File: src/hdl/aslf_pkg.sv
package aslf_pkg;

   localparam int LINE_CAPACITY_DEF = 256;

   localparam logic [7:0] CH_NUL   = 8'h00;
   localparam logic [7:0] CH_TAB   = 8'h09;
   localparam logic [7:0] CH_LF    = 8'h0A;
   localparam logic [7:0] CH_CR    = 8'h0D;
   localparam logic [7:0] CH_SPACE = 8'h20;
   localparam logic [7:0] CH_DQ    = 8'h22;
   localparam logic [7:0] CH_SQ    = 8'h27;
   localparam logic [7:0] CH_SEMI  = 8'h3B;
   localparam logic [7:0] CH_LT    = 8'h3C;
   localparam logic [7:0] CH_GT    = 8'h3E;
   localparam logic [7:0] CH_BSL   = 8'h5C;
   localparam logic [7:0] CH_BQ    = 8'h60;

   typedef enum logic [2:0] {
      QK_NONE   = 3'd0,
      QK_SINGLE = 3'd1,
      QK_DOUBLE = 3'd2,
      QK_BACK   = 3'd3,
      QK_ANGLE  = 3'd4
   } quote_kind_type;

   typedef struct packed {
      logic [7:0] in_char;
      logic       end_of_input;
   } req_word_type;

   typedef struct packed {
      logic [7:0] out_char;
      logic       char_valid;
      logic       line_done;
      logic       line_returned;
      logic       continued_line;
   } rsp_word_type;

   typedef struct packed {
      quote_kind_type quote_kind;
      logic           skipping;
      logic           got_content;
      logic [7:0]     held_char;
      logic           held_valid;
   } line_state_type;

   localparam line_state_type LINE_STATE_CLEAR = '{
      quote_kind:  QK_NONE,
      skipping:    1'b0,
      got_content: 1'b0,
      held_char:   8'h00,
      held_valid:  1'b0
   };

endpackage

File: src/hdl/aslf_step.sv
module aslf_step import aslf_pkg::*; #(
   parameter int LINE_CAPACITY = LINE_CAPACITY_DEF,
   parameter int CNT_W         = $clog2(LINE_CAPACITY)
) (
   input  req_word_type   req_word,
   input  logic           tasm_mode,
   input  line_state_type cur_state,
   input  logic [CNT_W-1:0] cur_count,
   output line_state_type nxt_state,
   output logic [CNT_W-1:0] nxt_count,
   output logic           rsp_fire,
   output rsp_word_type   rsp_word
);

   localparam logic [CNT_W-1:0] COUNT_LAST = CNT_W'(LINE_CAPACITY - 1);

   quote_kind_type   qk_v;
   quote_kind_type   kind_v;
   logic             skip_v;
   logic             line_end;
   logic             cont_v;
   logic             is_cr;
   logic             held_bsl;
   logic [CNT_W-1:0] count_inc;

   assign held_bsl  = cur_state.held_valid && (cur_state.held_char == CH_BSL);
   assign count_inc = cur_count + CNT_W'(1);

   always_comb begin
      qk_v     = cur_state.quote_kind;
      skip_v   = cur_state.skipping;
      kind_v   = QK_NONE;
      line_end = 1'b0;
      cont_v   = 1'b0;
      is_cr    = 1'b0;
      case (req_word.in_char)
         CH_TAB, CH_SPACE: begin
            if (tasm_mode && (cur_state.quote_kind == QK_NONE) && held_bsl) begin
               skip_v = 1'b1;
            end
         end
         CH_SQ, CH_DQ, CH_BQ: begin
            if (req_word.in_char == CH_SQ) begin
               kind_v = QK_SINGLE;
            end else if (req_word.in_char == CH_DQ) begin
               kind_v = QK_DOUBLE;
            end else begin
               kind_v = QK_BACK;
            end
            if (cur_state.quote_kind == QK_NONE) begin
               qk_v = kind_v;
            end else if (cur_state.quote_kind == kind_v) begin
               qk_v = QK_NONE;
            end
         end
         CH_LT: begin
            if (cur_state.quote_kind == QK_NONE) begin
               qk_v = QK_ANGLE;
            end
         end
         CH_GT: begin
            if (cur_state.quote_kind == QK_ANGLE) begin
               qk_v = QK_NONE;
            end
         end
         CH_SEMI: begin
            if (cur_state.quote_kind == QK_NONE) begin
               skip_v = 1'b1;
            end
         end
         CH_CR: begin
            is_cr = 1'b1;
         end
         CH_LF: begin
            if (held_bsl) begin
               cont_v = 1'b1;
            end else begin
               line_end = 1'b1;
            end
         end
         CH_NUL: begin
            line_end = 1'b1;
         end
         default: begin
         end
      endcase
   end

   always_comb begin
      nxt_state = cur_state;
      nxt_count = cur_count;
      rsp_fire  = 1'b0;
      rsp_word  = '0;
      if (req_word.end_of_input || line_end) begin
         // release held character with the line end, then clear
         rsp_fire               = 1'b1;
         rsp_word.out_char      = cur_state.held_valid ? cur_state.held_char : 8'h00;
         rsp_word.char_valid    = cur_state.held_valid;
         rsp_word.line_done     = 1'b1;
         rsp_word.line_returned = req_word.end_of_input ? cur_state.got_content : 1'b1;
         nxt_state              = LINE_STATE_CLEAR;
         nxt_count              = '0;
      end else if (cont_v) begin
         // drop the backslash and keep the line going
         rsp_fire                = 1'b1;
         rsp_word.continued_line = 1'b1;
         nxt_state.held_valid    = 1'b0;
         nxt_state.held_char     = 8'h00;
         nxt_state.skipping      = 1'b0;
         if (cur_count != '0) begin
            nxt_count = cur_count - CNT_W'(1);
         end
      end else if (!is_cr) begin
         nxt_state.quote_kind = qk_v;
         nxt_state.skipping   = skip_v;
         if (!skip_v) begin
            rsp_fire              = cur_state.held_valid;
            rsp_word.out_char     = cur_state.held_valid ? cur_state.held_char : 8'h00;
            rsp_word.char_valid   = cur_state.held_valid;
            nxt_state.held_char   = req_word.in_char;
            nxt_state.held_valid  = 1'b1;
            nxt_state.got_content = 1'b1;
            nxt_count             = count_inc;
            if (count_inc >= COUNT_LAST) begin
               nxt_state.skipping = 1'b1;
            end
         end
      end
   end

endmodule

File: src/hdl/aslf_rsp_buf.sv
module aslf_rsp_buf import aslf_pkg::*; (
   input  logic         clock,
   input  logic         reset,
   input  logic         push,
   input  rsp_word_type push_word,
   output logic         space,
   output logic         rsp_valid,
   input  logic         rsp_ready,
   output rsp_word_type rsp_data
);

   logic [1:0]   count_ff;
   logic [1:0]   count_in;
   rsp_word_type head_ff;
   rsp_word_type head_in;
   rsp_word_type tail_ff;
   rsp_word_type tail_in;
   logic         pop;

   assign space     = (count_ff != 2'd2);
   assign rsp_valid = (count_ff != 2'd0);
   assign rsp_data  = head_ff;
   assign pop       = rsp_valid && rsp_ready;

   always_comb begin
      count_in = count_ff + {1'b0, push} - {1'b0, pop};
      head_in  = head_ff;
      tail_in  = tail_ff;
      if (pop) begin
         if (count_ff == 2'd2) begin
            head_in = tail_ff;
         end else if (push) begin
            head_in = push_word;
         end
      end else if (push) begin
         if (count_ff == 2'd0) begin
            head_in = push_word;
         end else begin
            tail_in = push_word;
         end
      end
   end

   always_ff @(posedge clock) begin
      if (reset) begin
         count_ff <= 2'd0;
      end else begin
         count_ff <= count_in;
      end
      head_ff <= head_in;
      tail_ff <= tail_in;
   end

endmodule

File: src/hdl/asm_source_line_filter_core.sv
// Assembler source line filter: takes one source character per clock on the
// req_ channel while the result buffer has room, and returns released line
// characters, line ends and continuation marks on the rsp_ channel, at most
// one word per character. Sustained rate is one character per cycle when the
// rsp_ side does not stall; a character's word goes from the input register
// through the single-pass filter step into a two-word result buffer. The
// filter state advances once per character, so the per-character step sets
// the rate.
// csr_wdata selects TASM mode; write it only while the block is idle.
module asm_source_line_filter_core import aslf_pkg::*; #(
   parameter int LINE_CAPACITY = LINE_CAPACITY_DEF
) (
   input  logic         clock,
   input  logic         reset,
   input  logic         req_valid,
   output logic         req_ready,
   input  req_word_type req_data,
   output logic         rsp_valid,
   input  logic         rsp_ready,
   output rsp_word_type rsp_data,
   input  logic         csr_we,
   input  logic         csr_wdata
);

   localparam int CNT_W = $clog2(LINE_CAPACITY);

   logic             tasm_mode_ff;
   logic             in_valid_ff;
   req_word_type     in_word_ff;
   line_state_type   state_ff;
   line_state_type   state_in;
   logic [CNT_W-1:0] count_ff;
   logic [CNT_W-1:0] count_in;
   logic             step_fire;
   rsp_word_type     step_word;
   logic             buf_space;
   logic             consume;

   aslf_step #(
      .LINE_CAPACITY (LINE_CAPACITY),
      .CNT_W         (CNT_W)
   ) u_step (
      .req_word  (in_word_ff),
      .tasm_mode (tasm_mode_ff),
      .cur_state (state_ff),
      .cur_count (count_ff),
      .nxt_state (state_in),
      .nxt_count (count_in),
      .rsp_fire  (step_fire),
      .rsp_word  (step_word)
   );

   aslf_rsp_buf u_rsp_buf (
      .clock     (clock),
      .reset     (reset),
      .push      (consume && step_fire),
      .push_word (step_word),
      .space     (buf_space),
      .rsp_valid (rsp_valid),
      .rsp_ready (rsp_ready),
      .rsp_data  (rsp_data)
   );

   assign consume   = in_valid_ff && (!step_fire || buf_space);
   assign req_ready = !in_valid_ff || consume;

   always_ff @(posedge clock) begin
      if (reset) begin
         tasm_mode_ff <= 1'b0;
         in_valid_ff  <= 1'b0;
         state_ff     <= LINE_STATE_CLEAR;
         count_ff     <= '0;
      end else begin
         if (csr_we) begin
            tasm_mode_ff <= csr_wdata;
         end
         if (req_ready) begin
            in_valid_ff <= req_valid;
         end
         if (consume) begin
            state_ff <= state_in;
            count_ff <= count_in;
         end
      end
      if (req_valid && req_ready) begin
         in_word_ff <= req_data;
      end
   end

endmodule

File: config.mk
export PLATFORM = sky130hd
export DESIGN_NAME = asm_source_line_filter_core
export DESIGN_NICKNAME = d
export VERILOG_FILES = /design/src/hdl/aslf_pkg.sv /design/src/hdl/aslf_step.sv /design/src/hdl/aslf_rsp_buf.sv /design/src/hdl/asm_source_line_filter_core.sv
export SDC_FILE = /design/constraint.sdc
export NUM_CORES = 1
export LEC_CHECK = 0
export BUFFER_PORTS_ARGS = -buffer_cell sky130_fd_sc_hd__buf_2
export CAP_MARGIN = 0
export CORE_ASPECT_RATIO = 1.5
export CORE_UTILIZATION = 60
export DETAILED_ROUTE_END_ITERATION = 8
export PLACE_DENSITY = 0.8
export RECOVER_POWER = 100
export SYNTH_ARGS = -nofsm -noshare
export SYNTH_HDL_FRONTEND = slang
export SYNTH_HIERARCHICAL = 1
export SYNTH_SLANG_ARGS = --single-unit
File: constraint.sdc
create_clock -name clock -period 4.1 [get_ports clock]
set_clock_uncertainty 0.1 [all_clocks]
set_input_delay 0.82 -clock clock [delete_from_list [all_inputs] [get_ports clock]]
set_output_delay 0.82 -clock clock [all_outputs]
set_load 0.02 [all_outputs]
## Word-level counts from Yosys, hierarchy flattened

Cells that the tools add are included.

- Input port bits: 15
- Flip-flop bits (word level): 59
- Output and inout port bits: 14
- Logic and storage cells: 129

- Equal/unequal tests: 24
- Muxes and demuxes: 47
- Magnitude comparators: 1
- Reduce and logical (&&, ||, !) cells: 30
- Bitwise operators: 2
- Add/sub/neg operators: 4

Operator list:

| cell | number |
|---|---|
| 12-bit 2-to-1 mux | 5 |
| 8-bit by 6-bit == test with 1-bit output (second input constant) | 6 |
| 8-bit 2-to-1 mux | 6 |
| 9-bit 2-to-1 mux | 5 |
| 14-bit 2-to-1 mux | 2 |
| 8-bit by 4-bit == test with 1-bit output (second input constant) | 3 |
| 3-bit 2-to-1 mux | 7 |
| 1-bit 2-to-1 mux | 17 |
| 8-bit by 7-bit == test with 1-bit output (second input constant) | 2 |
| 11-bit 2-to-1 mux | 1 |
| 3-bit case mux with 3 select lines | 1 |
| 3-bit AND reduction | 3 |
| 8-bit by 1-bit adder with 8-bit output (second input constant) | 1 |
| 8-bit >= comparator (second input constant) | 1 |
| 8-bit zero test | 1 |
| 2-bit inequality test (second input constant) | 4 |
| 4-bit AND reduction | 2 |
| 2-bit nonzero test | 4 |
| 8-bit nonzero test | 1 |
| 8-bit by 1-bit subtractor with 8-bit output (second input constant) | 1 |
| 1-bit logical AND | 7 |
| 7-bit AND reduction | 1 |
| 3-bit by 1-bit inequality test with 1-bit output (second input constant) | 2 |
| 3-bit inequality test (second input constant) | 2 |
| other kinds (18) | 23 |

## Longest topological paths before layout

Gate-level depths: netlist of the first run.

- Depth after elaboration: 16
- Depth in mapped cells: 14

## Cells and area by module

Netlist of the first run, hierarchy kept.

Modules (own cells, without submodules):

| module | cells an instance | sequential area each (um^2) | area each (um^2) | times used |
|---|---|---|---|---|
| asm_source_line_filter_core | 115 | 750.7 | 1,360.1 | 1 |
| aslf_step | 186 | 0.0 | 1,196.1 | 1 |
| aslf_rsp_buf | 54 | 760.7 | 1,068.5 | 1 |

## Worst setup path after synthesis of the first run

Ideal clock, no wire load.

- Path type: register to register
- Start point: register in_word_ff[4] (netlist name)
- End point: register u_rsp_buf/tail_ff[0] (netlist name) (enable)
- Data arrival time: 2,850 ps
- Cell stages (with the launch flop): 10
- Buffers on the path: 1
- Library setup time: 399 ps
- Setup slack: 751 ps
- Cells stage by stage: edfxtp_1 and3_2 a41oi_1 o211a_2 clkbuf_1 nand2_1 nand2_1 and3_2 inv_1 nor3b_1

- Word-level cells in the longest chain between the ends: 12
- Elaborated cells between the ends (all ways): 21

Ends and longest elaborated chain:

| item | RTL line | RTL |
|---|---|---|
| start, declared | asm_source_line_filter_core.sv:29 | `req_word_type in_word_ff;` |
| start signal, assigned | asm_source_line_filter_core.sv:86 | `in_word_ff <= req_data;` |
| 8-bit by 4-bit == test with 1-bit output or 8-bit by 6-bit == test with 1-bit output (tied branches) | aslf_step.sv:36 | `case (req_word.in_char)` |
| 2-bit OR reduction | aslf_step.sv:36 |  |
| 1-bit case mux with 2 select lines | aslf_step.sv:36 |  |
| 1-bit 2-to-1 mux | aslf_step.sv:116 | `if (!skip_v) begin` |
| 1-bit 2-to-1 mux | aslf_step.sv:113 | `end else if (!is_cr) begin` |
| 1-bit 2-to-1 mux | aslf_step.sv:103 | `end else if (cont_v) begin` |
| 1-bit 2-to-1 mux (*) | aslf_step.sv:94 | `if (req_word.end_of_input \|\| line_end) begin` |
| via step_fire | asm_source_line_filter_core.sv:34 | `logic step_fire;` |
| 1-bit zero test | asm_source_line_filter_core.sv:64 | `assign consume = in_valid_ff && (!step_fire \|\| buf_space);` |
| 1-bit logical OR | asm_source_line_filter_core.sv:64 |  |
| 1-bit logical AND | asm_source_line_filter_core.sv:64 |  |
| 1-bit logical AND (*) | asm_source_line_filter_core.sv:56 | `.push (consume && step_fire),` |
| 3-bit AND reduction (no line) (*) | n/a |  |
| end signal, assigned | aslf_rsp_buf.sv:51 | `tail_ff <= tail_in;` |
| end, declared | aslf_rsp_buf.sv:16 | `rsp_word_type tail_ff;` |

Mark *: on every way through the listed nets, which the timed path passes. The rest lies on a longest branch.
A chain may end at the register's enable or synchronous reset.

==> results of run 1 <==
[how the worst min path moves through the flow]
stage,startpoint,to,slack [ps],cells past startpoint
floorplan,count_ff[2],count_ff[2],350,2
CTS,state_ff[9],state_ff[9],390,2
detailed placement,state_ff[9],state_ff[9],380,2
global route,tasm_mode_ff,tasm_mode_ff,430,2
global placement,state_ff[9],state_ff[9],370,2
finish,state_ff[9],state_ff[9],400,2
[per-stage QoR]
step	power, uW	worst slack (ps)	hold WS [ps]	utilization [%]
3_5_place_dp	1030	1110	379	64.5
3_3_place_gp	1020	1090	374	64.5
2_1_floorplan	960	751	347	-
5_1_grt	1570	380	433	66.5
6_report	1500	635	396	66.5
4_1_cts	1540	739	395	67.9
[worst max-delay path: stages, from the launching register on]
cell,delay (ps)
sky130_fd_sc_hd__dfxtp_1,580
sky130_fd_sc_hd__nand4_1,490
sky130_fd_sc_hd__a221oi_1,780
sky130_fd_sc_hd__inv_1,380
sky130_fd_sc_hd__a21oi_2,420
sky130_fd_sc_hd__nor2_1,130
sky130_fd_sc_hd__mux2_1,320
[power breakdown]
group	total [uW]	internal, uW	switching (uW)
Combinational	272	113	159
Sequential	721	684	36.8
Clock	512	294	218
Total	1500	1090	413
[per-layer routing]
| metal | up-vias | GRT usage, % | wire length, um |
|---|---|---|---|
| li1 | 1333 | - | - |
| met1 | 1251 | 28.2 | 3140 |
| met2 | 62 | 41.6 | 3510 |
| met3 | 15 | 5.87 | 225 |
| met5 | - | 0 | 0 |
| met4 | 0 | 10.5 | 169 |
[cells by family after synthesis]
family                   count (synthesis)  share of synthesized area (%)
XOR/XNOR                                 7                           2.07
AO/OA/AOI/OAI                           48                           9.56
adder cells (fa/ha/maj)                  6                           2.07
flip-flops                              59                           41.7
AND/OR/NAND/NOR                        161                           26.3
multiplexers                            44                           13.6
buffers and inverters                   30                           4.66
[cells in the final DEF (no fill, tap or decap), types with 3 or more instances in the layout]
master and count:
sky130_fd_sc_hd__a31oi_1 4, sky130_fd_sc_hd__ha_1 6, sky130_fd_sc_hd__o21ai_0 4, sky130_fd_sc_hd__nor4_1 6, sky130_fd_sc_hd__clkinv_2 3, sky130_fd_sc_hd__a21oi_1 12
sky130_fd_sc_hd__mux2_1 10, sky130_fd_sc_hd__edfxtp_1 33, sky130_fd_sc_hd__inv_1 10, sky130_fd_sc_hd__nor3b_1 4, sky130_fd_sc_hd__nand2b_1 46, sky130_fd_sc_hd__mux2i_1 32
sky130_fd_sc_hd__nand3_1 12, sky130_fd_sc_hd__buf_2 13, sky130_fd_sc_hd__nand2_1 19, sky130_fd_sc_hd__clkbuf_8 10, sky130_fd_sc_hd__dfxtp_1 26, sky130_fd_sc_hd__nand4_1 3
sky130_fd_sc_hd__xnor2_1 3, sky130_fd_sc_hd__nor3_1 4, sky130_fd_sc_hd__a2bb2oi_1 4, sky130_fd_sc_hd__nor2_1 35, sky130_fd_sc_hd__clkbuf_1 19, sky130_fd_sc_hd__and2_1 4
sky130_fd_sc_hd__xor2_1 3, sky130_fd_sc_hd__o21ai_1 5
[area by class of cell]
type                    count  share of cell area (%)
clock inverters             5                    1.36
inverters                  10                   0.969
well taps                  72                    2.33
multi-input cells         266                    48.9
flip-flops and latches     59                    39.0
repair buffers             33                    3.75
clock buffers              11                    3.65
[sequential cells by signal, summed over array words and instances, names as in the netlist]
register / count
u_rsp_buf/rsp_data: 12
u_rsp_buf/count_ff: 2
tasm_mode_ff: 1
in_valid_ff: 1
count_ff: 8
u_rsp_buf/tail_ff: 12
in_word_ff: 9
state_ff: 14
==> results_tabular.tex, run 1 <==
\begin{tabular}{lr}
\hline
Metric & Value \\
\hline
\multicolumn{2}{l}{\textbf{Status}} \\
\quad Outcome & complete, no violations \\
\multicolumn{2}{l}{\textbf{Clocking}} \\
\quad Worst-Skew Late Latency & 330 ps \\
\quad Post-CTS Hold Buffers & 0 \\
\quad Number of buffers on the longest clock path & 2 \\
\quad Clock transition at path regs & 70 ps \\
\quad Number of buffers created by CTS & 9 \\
\quad CTS tree & done \\
\quad CTS HTree Levels & 3 \\
\quad CTS root buf & sky130\_fd\_sc\_hd\_\_clkbuf\_8 \\
\quad Resized cells post-CTS & 0 \\
\quad Post-CTS Setup Repair Bufs & 0 \\
\quad Clock sink count & 59 \\
\multicolumn{2}{l}{\textbf{Setup path}} \\
\quad Critical path startpoint category & flop \\
\quad R2R Setup Slk & 630 ps \\
\quad Data arrival time at the worst-slack endpoint & 3440 ps \\
\quad Worst r2r dst & u\_rsp\_buf/rsp\_data[9] \\
\quad Worst reg2reg path startpoint & state\_ff[0] \\
\quad Highest fanout seen on the critical path & 13 \\
\quad Launching element of the worst setup path & state\_ff[0] \\
\quad Crit path capture & u\_rsp\_buf/rsp\_data[9] \\
\quad Worst setup path category & reg2reg \\
\quad Worst reg-to-reg path cell count & 6 \\
\quad Nature of the critical path endpoint & flop \\
\quad Crit path required time & 4070 ps \\
\multicolumn{2}{l}{\textbf{Floorplanning}} \\
\quad Chip Width & 65.5 um \\
\quad Core area & 0.00583 mm\^{}2 \\
\quad Area of the die & 0.00636 mm\^{}2 \\
\quad Number of core rows & 34 \\
\quad Chip Height & 97.2 um \\
\quad Total I/O pin count & 29 \\
\quad Initial standard-cell utilization of the core & 62.2\% \\
\multicolumn{2}{l}{\textbf{Placed design}} \\
\quad Cell count after placement & 440 \\
\quad Half-perimeter wire length after detailed placement & 5.00 mm \\
\quad Port buffer count & 28 \\
\quad Placer Congestion & 0.901 \\
\quad Placed cell area & 0.00376 mm\^{}2 \\
\multicolumn{2}{l}{\textbf{Global route}} \\
\quad Aggregate global routing overflow & 0 \\
\quad Overall routing resource usage & 24.4\% \\
\quad Antenna violations before repair & 0 \\
\quad Global-route wire length before repair & 11.9 mm \\
\quad Pin count of the biggest net entering global routing & 49 \\
\quad Via count of the first global-routing pass & 2,558 \\
\multicolumn{2}{l}{\textbf{Layout}} \\
\quad Relative area change from synthesis to final layout & 6.87\% \\
\quad Fraction of final layout cells with drive strength greater than 1 & 13.3\% \\
\quad Final instance count without filler cells & 456 \\
\quad Area taken by flip-flops and latches & 0.00151 mm\^{}2 \\
\quad Design area & 0.00387 mm\^{}2 \\
\quad Filler Cell Count & 483 \\
\quad Multi-input gate area & 0.00190 mm\^{}2 \\
\quad Total number of nets in the final design & 400 \\
\quad \# diodes & 0 \\
\multicolumn{2}{l}{\textbf{Yosys}} \\
\quad Top post-synthesis cells by area & sky130\_fd\_sc\_hd\_\_edfxtp\_1, sky130\_fd\_sc\_hd\_\_dfxtp\_1, sky130\_fd\_sc\_hd\_\_mux2i\_1 \\
\quad Total nets after synthesis & 376 \\
\quad Yosys Warn Count & 6 \\
\quad Fraction of post-synthesis cell area in the top cell type by area & 27.3\% \\
\quad Share of synthesized area occupied by flip-flops and latches & 41.7\% \\
\quad Post-synth top area cell & sky130\_fd\_sc\_hd\_\_edfxtp\_1 \\
\quad Count of cell types in the netlist & 68 \\
\quad Top cells by instance count after synthesis & sky130\_fd\_sc\_hd\_\_nand2b\_1, sky130\_fd\_sc\_hd\_\_nor2\_1, sky130\_fd\_sc\_hd\_\_edfxtp\_1 \\
\quad Most used flip-flop cell after synthesis & sky130\_fd\_sc\_hd\_\_edfxtp\_1 \\
\quad Number of synthesized flops with an enable pin & 33 \\
\quad Synthesized area & 0.00362 mm\^{}2 \\
\quad Synthesized instance count & 355 \\
\quad Avg Inst Size Synth & 10.2 um\^{}2 \\
\quad Most common cell in the synthesized netlist & sky130\_fd\_sc\_hd\_\_nand2b\_1 \\
\quad Flops \& latches, synth & 59 \\
\quad Share of flip-flops with an asynchronous set or reset after synthesis & 0\% \\
\multicolumn{2}{l}{\textbf{STA}} \\
\quad Final-report max-slew violation count & 0 \\
\quad Worst Max-Slew Pin Slew & 1450 ps \\
\quad Final worst-path cycle share & 84.5\% \\
\quad Setup violations, final & 0 \\
\quad Highest attainable clock frequency & 289 MHz \\
\quad RSZ-0062 raised after global routing & no \\
\quad Post-route minimum period & 3470 ps \\
\quad Number of endpoints with negative hold slack in the final report & 0 \\
\quad Worst relative slew slack & 3.10\% \\
\quad Total negative setup slack & 0 ps \\
\multicolumn{2}{l}{\textbf{Worst hold path}} \\
\quad Path type of the worst min-delay path & reg2reg \\
\multicolumn{2}{l}{\textbf{Route}} \\
\quad Total via count after detailed routing & 2,661 \\
\quad Initial DRC count & 158 \\
\quad Routed wire length & 7.04 mm \\
\quad DR pass1 iterations & 4 \\
\quad Antenna viol nets, final & 0 \\
\quad Number of vias per cell after detailed routing & 5.84 \\
\quad Post-route DRC & 0 \\
\quad Average wire per standard cell & 15.4 um \\
\multicolumn{2}{l}{\textbf{Power and ir drop}} \\
\quad Peak ir drop on the vdd network & 0.000323 V \\
\quad Power density over cell area & 388 mW/mm\^{}2 \\
\quad Static leakage & 0.00145 uW \\
\multicolumn{2}{l}{\textbf{Run}} \\
\quad Reported max-cap violation count & 0 \\
\hline
\end{tabular}
Power figures use the tool's default switching activity.
==> inputs of run 2 (changes only) <==
- ABC_AREA: not set -> 1
- CORE_UTILIZATION: 60 -> 61
- PLACE_DENSITY: 0.8 -> 0.81
- clock period: 4.1 -> 3.23 ns (I/O delays scaled with it)
==> run 2 against run 1 <==
Clock power grew 32%. Critical endpoint is now req_ready. Largest cell class unchanged. Synthesized area grew 6.5%. Routed wire length grew 17%. Largest power group unchanged. Worst hold slack lost 17 ps. Core utilization grew 0.45 points.
==> results_tabular.tex, run 2 <==
\begin{tabular}{lr}
\hline
Metric & Value \\
\hline
\multicolumn{2}{l}{\textbf{Yosys}} \\
\quad Share of synthesized area occupied by flip-flops and latches & 39.1\% \\
\quad Most used flip-flop cell after synthesis & sky130\_fd\_sc\_hd\_\_edfxtp\_1 \\
\quad Yosys Warn Count & 6 \\
\quad Number of synthesized flops with an enable pin & 33 \\
\quad Post-synthesis xor/xnor area fraction & 0.907\% \\
\quad Portion of netlist area occupied by mux cells & 0\% \\
\quad Synthesized instance count & 540 \\
\quad Fraction of post-synthesis cell area in the top cell type by area & 25.7\% \\
\quad Share of synthesized cell area in and, or, nand and nor gates & 34.1\% \\
\quad Compound-gate portion of the synthesized area & 9.36\% \\
\quad Top post-synthesis cells by area & sky130\_fd\_sc\_hd\_\_edfxtp\_1, sky130\_fd\_sc\_hd\_\_dfxtp\_1, sky130\_fd\_sc\_hd\_\_nand2\_1 \\
\quad Total nets after synthesis & 561 \\
\quad Count of cell types in the netlist & 33 \\
\quad Synthesized-area fraction occupied by adder cells & 1.94\% \\
\quad Main combinational cell family by area after synthesis & simple AND/OR/NAND/NOR gates \\
\quad Share of flip-flops with an asynchronous set or reset after synthesis & 0\% \\
\quad Avg Inst Size Synth & 7.15 um\^{}2 \\
\quad Top cells by instance count after synthesis & sky130\_fd\_sc\_hd\_\_nand2\_1, sky130\_fd\_sc\_hd\_\_inv\_1, sky130\_fd\_sc\_hd\_\_nand3\_1 \\
\quad Flops \& latches, synth & 59 \\
\quad Synthesized area & 0.00386 mm\^{}2 \\
\quad Most common cell in the synthesized netlist & sky130\_fd\_sc\_hd\_\_nand2\_1 \\
\quad Post-synth top area cell & sky130\_fd\_sc\_hd\_\_edfxtp\_1 \\
\multicolumn{2}{l}{\textbf{Clocking}} \\
\quad CTS root buf & sky130\_fd\_sc\_hd\_\_clkbuf\_8 \\
\quad CTS tree & done \\
\quad Number of buffers on the longest clock path & 2 \\
\quad Worst-Skew Late Latency & 340 ps \\
\quad CTS HTree Levels & 3 \\
\quad Clock sink count & 59 \\
\quad Number of buffers created by CTS & 9 \\
\quad Post-CTS Hold Buffers & 0 \\
\quad Clock transition at path regs & 70 ps \\
\multicolumn{2}{l}{\textbf{Floorplanning}} \\
\quad Area of the die & 0.00666 mm\^{}2 \\
\quad Number of core rows & 35 \\
\quad Chip Height & 99.4 um \\
\quad Total I/O pin count & 29 \\
\quad Chip Width & 67.0 um \\
\quad Initial standard-cell utilization of the core & 63.0\% \\
\quad Core area & 0.00613 mm\^{}2 \\
\multicolumn{2}{l}{\textbf{Global route}} \\
\quad Overall routing resource usage & 27.3\% \\
\quad Global-route wire length before repair & 13.9 mm \\
\quad Via count of the first global-routing pass & 3,210 \\
\quad Aggregate global routing overflow & 0 \\
\quad Antenna violations before repair & 0 \\
\quad M3 GR Usage & 6.19\% \\
\quad Layer with the highest usage & met2 \\
\quad Fraction of met2 tracks used by global routing & 49.0\% \\
\quad Pin count of the biggest net entering global routing & 47 \\
\quad Global-route met1 utilization & 29.3\% \\
\multicolumn{2}{l}{\textbf{Placed design}} \\
\quad Port buffer count & 28 \\
\quad Half-perimeter wire length after detailed placement & 6.04 mm \\
\quad Placer Congestion & 0.878 \\
\quad Worst slack after detailed placement & 452 ps \\
\multicolumn{2}{l}{\textbf{Power and ir drop}} \\
\quad Power density over cell area & 577 mW/mm\^{}2 \\
\quad Overall power of the completed layout & 2370 uW \\
\quad Peak ir drop on the vdd network & 0.000289 V \\
\quad Static leakage & 0.00194 uW \\
\multicolumn{2}{l}{\textbf{Run}} \\
\quad Reported max-cap violation count & 0 \\
\multicolumn{2}{l}{\textbf{Route}} \\
\quad Average wire per standard cell & 12.8 um \\
\quad Total via count after detailed routing & 3,402 \\
\quad Number of vias per cell after detailed routing & 5.30 \\
\quad Antenna viol nets, final & 0 \\
\quad DR pass1 iterations & 5 \\
\quad Post-route DRC & 0 \\
\quad Routed wire length & 8.24 mm \\
\quad Initial DRC count & 188 \\
\multicolumn{2}{l}{\textbf{Layout}} \\
\quad \# diodes & 0 \\
\quad Filler Cell Count & 531 \\
\quad Commonest non-fill, non-tap cells in the layout & sky130\_fd\_sc\_hd\_\_nand2\_1, sky130\_fd\_sc\_hd\_\_inv\_1, sky130\_fd\_sc\_hd\_\_nand3\_1, sky130\_fd\_sc\_hd\_\_nor2\_1, sky130\_fd\_sc\_hd\_\_a21oi\_1 \\
\quad Fraction of final layout cells with drive strength greater than 1 & 12.1\% \\
\quad Relative area change from synthesis to final layout & 6.25\% \\
\quad Flip-flop count of the largest register, all copies and words added & 14 \\
\quad Largest reg by FF count & state\_ff \\
\quad Utilization after layout & 66.9\% \\
\quad Most common cell after layout, fill and taps aside & sky130\_fd\_sc\_hd\_\_nand2\_1 \\
\quad Total number of nets in the final design & 584 \\
\multicolumn{2}{l}{\textbf{STA}} \\
\quad Worst hold margin & 379 ps \\
\quad Worst-case setup margin in the final layout & 313 ps \\
\quad Number of endpoints with negative hold slack in the final report & 0 \\
\quad Worst Max-Slew Pin Slew & 817 ps \\
\quad Highest attainable clock frequency & 343 MHz \\
\quad Final-report max-slew violation count & 0 \\
\quad RSZ-0062 raised after global routing & no \\
\quad Post-route minimum period & 2920 ps \\
\quad Worst relative slew slack & 45.4\% \\
\quad Setup violations, final & 0 \\
\quad Total negative setup slack & 0 ps \\
\quad Final worst-path cycle share & 90.3\% \\
\multicolumn{2}{l}{\textbf{Status}} \\
\quad Outcome & complete, no violations \\
\multicolumn{2}{l}{\textbf{Worst hold path}} \\
\quad Path type of the worst min-delay path & in2reg \\
\quad Hold wc startpoint & req\_data[8] \\
\multicolumn{2}{l}{\textbf{Setup path}} \\
\quad Data arrival time at the worst-slack endpoint & 2170 ps \\
\quad Nature of the critical path endpoint & primary output \\
\quad R2R Setup Slk & 350 ps \\
\quad Worst reg2reg path startpoint & in\_word\_ff[1] \\
\quad Highest fanout seen on the critical path & 10 \\
\quad Critical path startpoint category & flop \\
\quad Launching element of the worst setup path & in\_word\_ff[1] \\
\quad Worst setup path category & reg2out \\
\quad Crit path required time & 2480 ps \\
\hline
\end{tabular}
==> run 2: cell count changes after synthesis, moves of 6 or more <==
cell	before	now
sky130_fd_sc_hd__nand2_1	19	123
sky130_fd_sc_hd__inv_1	9	86
sky130_fd_sc_hd__nand3_1	12	65
sky130_fd_sc_hd__nand2b_1	46	0
sky130_fd_sc_hd__a21oi_1	12	46
sky130_fd_sc_hd__mux2i_1	32	0
sky130_fd_sc_hd__nor2_1	35	54
sky130_fd_sc_hd__inv_2	1	13
sky130_fd_sc_hd__mux2_4	10	0
sky130_fd_sc_hd__nand4_1	3	12
sky130_fd_sc_hd__clkbuf_1	8	0
sky130_fd_sc_hd__buf_6	3	9
sky130_fd_sc_hd__nand2_2	0	6
sky130_fd_sc_hd__nor4_1	6	0
==> run 2: metal layers <==
metal | share of wire (%) | wire, um | vias up
met3 | 4.2 | 350 | 18
li1 | - | - | 1764
met1 | 40 | 3260 | 1528
met2 | 54 | 4450 | 92
met4 | 2.1 | 177 | 0
met5 | 0 | 0 | -
==> run 2: what timing repair did <==
item | CTS | global route
gates resized for setup | 0 | 1
buffers inserted | 0 | 0
setup endpoints to repair | 0 | 1
==> run 2: worst paths after layout <==
path | endpoint | cells past startpoint
worst max-delay path | req_ready | 13
worst min-delay path | in_word_ff[8] | 1
worst max register to register | u_rsp_buf/tail_ff[1] | 16
worst min register to register | state_ff[9] | 2
==> run 2: cell families after synthesis <==
| kind of cell | after synthesis |
|---|---|
| buffers and inverters | 120 |
| adders and majority gates | 6 |
| and+or+nand+nor | 283 |
| xor gates and xnor gates | 4 |
| DFF | 59 |
| AOI/OAI and AO/OA | 68 |
==> run 2: critical path: stages (launching register included) <==
cell and delay (ps):
sky130_fd_sc_hd__edfxtp_1 460, sky130_fd_sc_hd__inv_1 140, sky130_fd_sc_hd__nand2_2 70, sky130_fd_sc_hd__inv_2 80
sky130_fd_sc_hd__nand2_2 40, sky130_fd_sc_hd__nor2_1 140, sky130_fd_sc_hd__nand2_1 90, sky130_fd_sc_hd__nand2_2 110
sky130_fd_sc_hd__nor2_8 50, sky130_fd_sc_hd__nand2_2 80, sky130_fd_sc_hd__inv_2 90, sky130_fd_sc_hd__o21ai_2 100
sky130_fd_sc_hd__nand3_1 170, sky130_fd_sc_hd__clkbuf_2 210
==> run 2: metrics by stage <==
stage	std cells	area, um^2
CTS	642	4140
global route	642	4100
floorplan	540	3860
detailed placement	626	3940
finish	642	4100
global placement	626	3940
==> run 2: where the power goes <==
group / switching [uW] / internal (uW) / leakage, uW
clock: 315 / 361 / 0.0000962
combinational: 490 / 207 / 0.00132
sequential: 71.8 / 921 / 0.000528
==> run 2: layout make-up <==
class	count	area [um^2]	share of cell area (%)
well taps	74	92.6	2.26
multi-input cells	361	1780	43.3
flip-flops and latches	59	1510	36.8
clock buffers	9	124	3.02
clock inverters	7	76.3	1.86
inverters	99	372	9.06
repair buffers	33	149	3.63
